==> src/psgc_pkg.sv <==
// shared types and constants for the polynomial surface ground classifier
package psgc_pkg;

  localparam int unsigned COORD_W    = 24;
  localparam int unsigned CLASS_W    = 8;
  localparam int unsigned THR_W      = 16;
  localparam int unsigned COEF_W     = 48;
  localparam int unsigned CFG_IDX_W  = 3;
  localparam int unsigned CFG_DATA_W = 48;
  localparam int unsigned OUTCOME_W  = 2;
  localparam int unsigned MONO_W     = 2 * COORD_W;
  localparam int unsigned LO_W       = 32;
  localparam int unsigned HI_W       = COEF_W - LO_W;
  localparam int unsigned FRAC_W     = 32;
  localparam int unsigned SUM_W      = 100;

  // partial product widths
  localparam int unsigned PP_LL_W  = 2 * LO_W;
  localparam int unsigned PP_MIX_W = HI_W + LO_W + 1;
  localparam int unsigned PP_HH_W  = 2 * HI_W;
  localparam int unsigned PP_LLO_W = LO_W + 1 + COORD_W;
  localparam int unsigned PP_LHI_W = HI_W + COORD_W;

  localparam logic [SUM_W-1:0] HALF = SUM_W'(1) << (FRAC_W - 1);

  localparam logic signed [COORD_W-1:0] SURF_MAX = {1'b0, {(COORD_W-1){1'b1}}};
  localparam logic signed [COORD_W-1:0] SURF_MIN = {1'b1, {(COORD_W-1){1'b0}}};

  localparam logic [CLASS_W-1:0] GROUND_CODE      = 8'd3;
  localparam logic [CLASS_W-1:0] ALL_CLASSES_CODE = 8'd0;
  localparam logic [THR_W-1:0]   THR_RESET        = 16'd50;

  typedef enum logic [CFG_IDX_W-1:0] {
    CFG_THRESHOLD  = 3'd0,
    CFG_SELECT     = 3'd1,
    CFG_COEF_CONST = 3'd2,
    CFG_COEF_Y     = 3'd3,
    CFG_COEF_Y2    = 3'd4,
    CFG_COEF_X     = 3'd5,
    CFG_COEF_XY    = 3'd6,
    CFG_COEF_X2    = 3'd7
  } cfg_idx_e;

  typedef enum logic [OUTCOME_W-1:0] {
    OUT_KEEP    = 2'd0,
    OUT_UNCLASS = 2'd1,
    OUT_GROUND  = 2'd2
  } outcome_e;

  typedef struct packed {
    logic signed [COORD_W-1:0] point_x;
    logic signed [COORD_W-1:0] point_y;
    logic signed [COORD_W-1:0] point_z;
    logic        [CLASS_W-1:0] point_class;
  } in_item_t;

  typedef struct packed {
    logic        [OUTCOME_W-1:0] outcome;
    logic signed [COORD_W-1:0]   surface_height;
  } out_item_t;

  typedef struct packed {
    logic signed [THR_W-1:0]  ground_threshold;
    logic        [CLASS_W-1:0] select_class;
    logic signed [COEF_W-1:0] coef_const;
    logic signed [COEF_W-1:0] coef_y;
    logic signed [COEF_W-1:0] coef_y2;
    logic signed [COEF_W-1:0] coef_x;
    logic signed [COEF_W-1:0] coef_xy;
    logic signed [COEF_W-1:0] coef_x2;
  } cfg_t;

  // fields that ride along with the arithmetic
  typedef struct packed {
    logic signed [COORD_W-1:0] z;
    logic        [CLASS_W-1:0] cls;
  } side_t;

  // coefficient times 48-bit monomial, split into four partial products
  typedef struct packed {
    logic        [PP_LL_W-1:0]  ll;
    logic signed [PP_MIX_W-1:0] lh;
    logic signed [PP_MIX_W-1:0] hl;
    logic signed [PP_HH_W-1:0]  hh;
  } quad_pp_t;

  // coefficient times 24-bit coordinate, split into two partial products
  typedef struct packed {
    logic signed [PP_LLO_W-1:0] lo;
    logic signed [PP_LHI_W-1:0] hi;
  } lin_pp_t;

  typedef struct packed {
    quad_pp_t         y2;
    quad_pp_t         xy;
    quad_pp_t         x2;
    lin_pp_t          y;
    lin_pp_t          x;
    logic [SUM_W-1:0] t0;
  } pp_bundle_t;

endpackage

==> src/psgc_decide.sv <==
// saturation, ground test and class decision, with the output register
module psgc_decide (
  input  logic                        clk_i,
  input  logic                        rst_ni,
  input  psgc_pkg::cfg_t              cfg_i,
  input  logic                        in_valid_i,
  output logic                        in_ready_o,
  input  logic [psgc_pkg::SUM_W-1:0]  in_sum_i,
  input  psgc_pkg::side_t             in_side_i,
  output logic                        out_valid_o,
  input  logic                        out_ready_i,
  output psgc_pkg::out_item_t         out_item_o
);

  localparam int unsigned CW  = psgc_pkg::COORD_W;
  localparam int unsigned TOP = psgc_pkg::FRAC_W + CW - 1;

  logic                     s8_valid_q, s9_valid_q;
  logic                     rdy8, rdy9;
  logic [psgc_pkg::SUM_W-1:TOP] upper;
  logic                     in_range;
  logic signed [CW-1:0]     surf8_d, surf8_q;
  psgc_pkg::side_t          side8_q;
  logic [CW:0]              diff;
  logic [CW:0]              thr_ext;
  logic                     low;
  psgc_pkg::outcome_e       outcome;
  psgc_pkg::out_item_t      out_d, out_q;
  logic [psgc_pkg::CLASS_W-1:0] cls9_q;

  assign rdy9       = ~s9_valid_q | out_ready_i;
  assign rdy8       = ~s8_valid_q | rdy9;
  assign in_ready_o = rdy8;

  // integer part fits when all bits from the 24-bit sign upward agree
  always_comb begin
    upper    = in_sum_i[psgc_pkg::SUM_W-1:TOP];
    in_range = (&upper) | ~(|upper);
    if (in_range) begin
      surf8_d = in_sum_i[TOP:psgc_pkg::FRAC_W];
    end else if (in_sum_i[psgc_pkg::SUM_W-1]) begin
      surf8_d = psgc_pkg::SURF_MIN;
    end else begin
      surf8_d = psgc_pkg::SURF_MAX;
    end
  end

  always_comb begin
    diff    = {side8_q.z[CW-1], side8_q.z} - {surf8_q[CW-1], surf8_q};
    thr_ext = {{(CW+1-psgc_pkg::THR_W){cfg_i.ground_threshold[psgc_pkg::THR_W-1]}},
               cfg_i.ground_threshold};
    low     = $signed(diff) <= $signed(thr_ext);
    outcome = psgc_pkg::OUT_KEEP;
    if (cfg_i.select_class == psgc_pkg::ALL_CLASSES_CODE) begin
      if (low) begin
        outcome = psgc_pkg::OUT_GROUND;
      end else if (side8_q.cls == psgc_pkg::GROUND_CODE) begin
        outcome = psgc_pkg::OUT_UNCLASS;
      end
    end else if (side8_q.cls == cfg_i.select_class) begin
      outcome = low ? psgc_pkg::OUT_GROUND : psgc_pkg::OUT_UNCLASS;
    end
    out_d.outcome        = outcome;
    out_d.surface_height = surf8_q;
  end

  always_ff @(posedge clk_i or negedge rst_ni) begin
    if (!rst_ni) begin
      s8_valid_q <= 1'b0;
      s9_valid_q <= 1'b0;
    end else begin
      if (rdy8) s8_valid_q <= in_valid_i;
      if (rdy9) s9_valid_q <= s8_valid_q;
    end
  end

  always_ff @(posedge clk_i) begin
    if (rdy8 && in_valid_i) begin
      surf8_q <= surf8_d;
      side8_q <= in_side_i;
    end
    if (rdy9 && s8_valid_q) begin
      out_q  <= out_d;
      cls9_q <= side8_q.cls;
    end
  end

  assign out_valid_o = s9_valid_q;
  assign out_item_o  = out_q;

  a_outcome_code: assert property (@(posedge clk_i) disable iff (!rst_ni)
    s9_valid_q |-> out_q.outcome != 2'd3)
    else $error("outcome register holds an undefined code");

  a_single_class: assert property (@(posedge clk_i) disable iff (!rst_ni)
    s9_valid_q && cfg_i.select_class != psgc_pkg::ALL_CLASSES_CODE
      && out_q.outcome != psgc_pkg::OUT_KEEP |-> cls9_q == cfg_i.select_class)
    else $error("class changed on a return that is not selected");

  a_all_clear: assert property (@(posedge clk_i) disable iff (!rst_ni)
    s9_valid_q && cfg_i.select_class == psgc_pkg::ALL_CLASSES_CODE
      && out_q.outcome == psgc_pkg::OUT_UNCLASS |-> cls9_q == psgc_pkg::GROUND_CODE)
    else $error("all-classes mode cleared a return that was not ground");

endmodule

==> config.mk <==
export PLATFORM = sky130hd
export DESIGN_NAME = psgc_decide
export DESIGN_NICKNAME = d
export VERILOG_FILES = /design/src/psgc_pkg.sv /design/src/psgc_decide.sv
export SDC_FILE = /design/constraint.sdc
export NUM_CORES = 1
export LEC_CHECK = 0
export BUFFER_PORTS_ARGS = -buffer_cell sky130_fd_sc_hd__buf_2
export CORE_AREA = 2 2 185 187
export DETAILED_ROUTE_END_ITERATION = 8
export DIE_AREA = 0 0 187 189
export HOLD_SLACK_MARGIN = 0.08
export PLACE_DENSITY = 0.51
export SYNTH_ARGS = -nofsm -noshare
export SYNTH_HDL_FRONTEND = slang
export SYNTH_SLANG_ARGS = --single-unit
==> constraint.sdc <==
create_clock -name clk_i -period 4.1 [get_ports clk_i]
set_input_delay 0.205 -clock clk_i [delete_from_list [all_inputs] [get_ports clk_i]]
set_output_delay 0.205 -clock clk_i [all_outputs]
set_load 0.005 [all_outputs]
==> impl_metrics.yaml <==
synth:
  synth.most_common_cell: "edfxtp_1"
  ys_warn_count: 0
  synth_edf_count: 82
  syn_area_um2: 5134
  seq_area_frac_synth: 0.4894
  synth_top_cell_area_share: 0.4796
  synth_fp_nets: 963
  yosysTopAreaCell: "edfxtp_1"
  synthArstFlopShare: 0.02381
  ys_top_cells_by_count: "edfxtp_1 (82), inv_1 (50), ha_1 (49), a21oi_1 (32), a21o_1 (31)"
  synth_cells: 465
  synthFlopType: "edfxtp_1"
  syn_area_per_cell_um2: 11.04
  synth_area_leaders: "edfxtp_1 (48%), ha_1 (12%), a21o_1 (4.5%)"
  ys_seq_elements: 84
  synth.distinct_cells: 53
worst_setup_path:
  path_class: "flop to flop"
  r2r_cells: 14
  reg2reg_setup_slack_ps: 310
  crit_arrival_ps: 3890
  startpoint_type: "flop"
  cp_max_fo: 5
  reg2reg_from: "surf8_q[4]"
  worst_ep_required_time_ps: 4200
  r2r-end: "out_item_o[24]"
  end_kind: "flop"
timing:
  finalCritPeriodShare: 0.9256
  tightest_slew_ps: 1130
  fin_skew_ps: 9.604
  fmax_ghz: 0.2635
  rsz0062_at_grt: "false"
  hold_violations: 0
  tns_ps: 0
  post-route-min-period_ps: 3795
  slew_headroom: 0.2470
  drv_slew: 0
  setup_ws_ps: 305.2
  setup_viol_count_final: 0
route:
  maxUsedRoutingLayer: "met5"
  drt_wl_total_um: 14890
  wl_met2_um: 6341
  viasPerCell: 3.819
  dr.pass1.iters: 5
  drc: 0
  detail-route-antenna-nets: 0
  wl_met1_um: 7297
  met3_length_um: 985
  post_drt_wl_per_cell_um: 13.31
  num_vias: 4273
  drt_iter0_drc: 167
grt:
  grt_max_degree: 48
  grt_pass1_vias: 4355
  track_usage: 0.08364
  antenna_found_initial: 8
  overflow: 0
  grt_pass1_wl_um: 22960
clock_tree:
  clock_sinks: 84
  root_buffer: "clkbuf_16"
  clock_latency_ps: 340
  cts.path.max_buffers: 2
  clk_pin_slew_ps: 70
  htree_levels: 3
  tritoncts: "built"
  cts_buffers: 9
place:
  routabilityCongestion: 0.7977
  placedInstanceArea_um2: 6486
  pre_cts_slack_ps: 136.4
  hpwl_um: 12260
  portBuffers: 155
die:
  row_count: 67
  core_um2: 33280
  start_util: 0.1543
  die_x_um: 187
  ios: 476
  die_y_um: 189
  die_area_um2: 35340
worst_hold_path:
  hp-start: "in_side_i[18]"
  hold_path.class: "primary input to flop"
  whs_path_depth: 1
  hold_end: "side8_q[18]"
cells_and_area:
  fillers: 3654
  final_nets: 1162
  drive_above_1_share: 0.2855
  area_growth_pct: 39.56
  final_cell_area_um2: 7164
power_and_ir_drop:
  peakVddDrop_uv: 171.5
  cellPowerDensity_nw_per_um2: 353.5
  leakage_uw: 0.003051
run:
  drv_cap: 0
outcome:
  status: "completed"
==> registers in the layout, indices dropped and copies added, names as in the netlist <==
register	cells
s8_valid_q	1
side8_q	32
out_item_o	26
surf8_q	24
out_valid_o	1
==> cell families after synthesis <==
| group | synth area share |
|---|---|
| simple gates | 0.1319 |
| compound gates | 0.1601 |
| flops | 0.4894 |
| buf+inv | 0.04533 |
| fa+ha+maj | 0.1233 |
| xor+xnor | 0.04606 |
| mux | 0.003900 |
==> report_power, final <==
part,internal (uW),switching [uW]
sequential,1010,25.0
clock,536,352
combinational,284,322
==> layer usage <==
metal  GRT usage  vias up
met5           0        -
met4     0.02930        6
met3     0.02224       21
met2      0.1280      171
met1      0.1135     1918
li1            -     2157
==> critical path: stages, from the launching register on <==
cell      delay [ps]
edfxtp_1         380
inv_1             60
ha_1             350
a21o_1           230
or3_1            340
o21ai_2          240
a31oi_4          160
nor2b_1          170
a311o_1          350
ha_1             290
nand4_1          130
or4_1            540
o211ai_1         110
buf_4            160
nor2_1            40
==> worst max path at each step <==
stage	depth (start not counted)	slack, ps	endpoint	from
4_1_cts	15	130	out_item_o[24]	surf8_q[0]
5_1_grt	17	20	out_item_o[24]	surf8_q[0]
3_3_place_gp	15	180	out_item_o[24]	surf8_q[0]
2_1_floorplan	14	590	out_item_o[24]	surf8_q[0]
3_5_place_dp	15	140	out_item_o[24]	surf8_q[0]
6_report	14	310	out_item_o[24]	surf8_q[4]
==> layout make-up <==
cell class	instances	area (um2)	share of cell area
diodes	2	5.005	0.0006986
clock buffers	10	229.0	0.03196
clock inverters	6	87.58	0.01222
inverters	50	187.7	0.02620
multi-input cells	321	2401	0.3351
flip-flops and latches	84	2512	0.3507
well taps	448	560.5	0.07824
repair buffers	198	1181	0.1649
==> what timing repair did <==
action / in CTS / in global routing
hold buffers: 33 / 0
resized for setup: 0 / 3
setup endpoints to repair: 0 / 2
buffers inserted: 0 / 2
endpoints found under the hold margin: 34 / 0
==> placed cells by master (no fill, tap or decap), types with 16 or more instances in the layout <==
master / n
nor2_1: 19
xnor2_1: 21
nand4_1: 22
a21o_1: 31
ha_1: 48
buf_2: 155
inv_1: 50
nand2_1: 22
a21oi_1: 32
dlygate4sd3_1: 33
edfxtp_1: 82
o21ai_0: 16
==> stage by stage <==
step / hold slack, ps / instances / power, uW / util
2_1_floorplan: -90.59 / 465 / 1426 / -
3_3_place_gp: -7.934 / 1066 / 1627 / 0.1949
3_5_place_dp: -3.384 / 1066 / 1637 / 0.1949
4_1_cts: 89.08 / 1115 / 2557 / 0.2143
5_1_grt: 84.13 / 1117 / 2679 / 0.2151
6_report: 102.6 / 1119 / 2532 / 0.2153
Power figures use the tool's default switching activity.
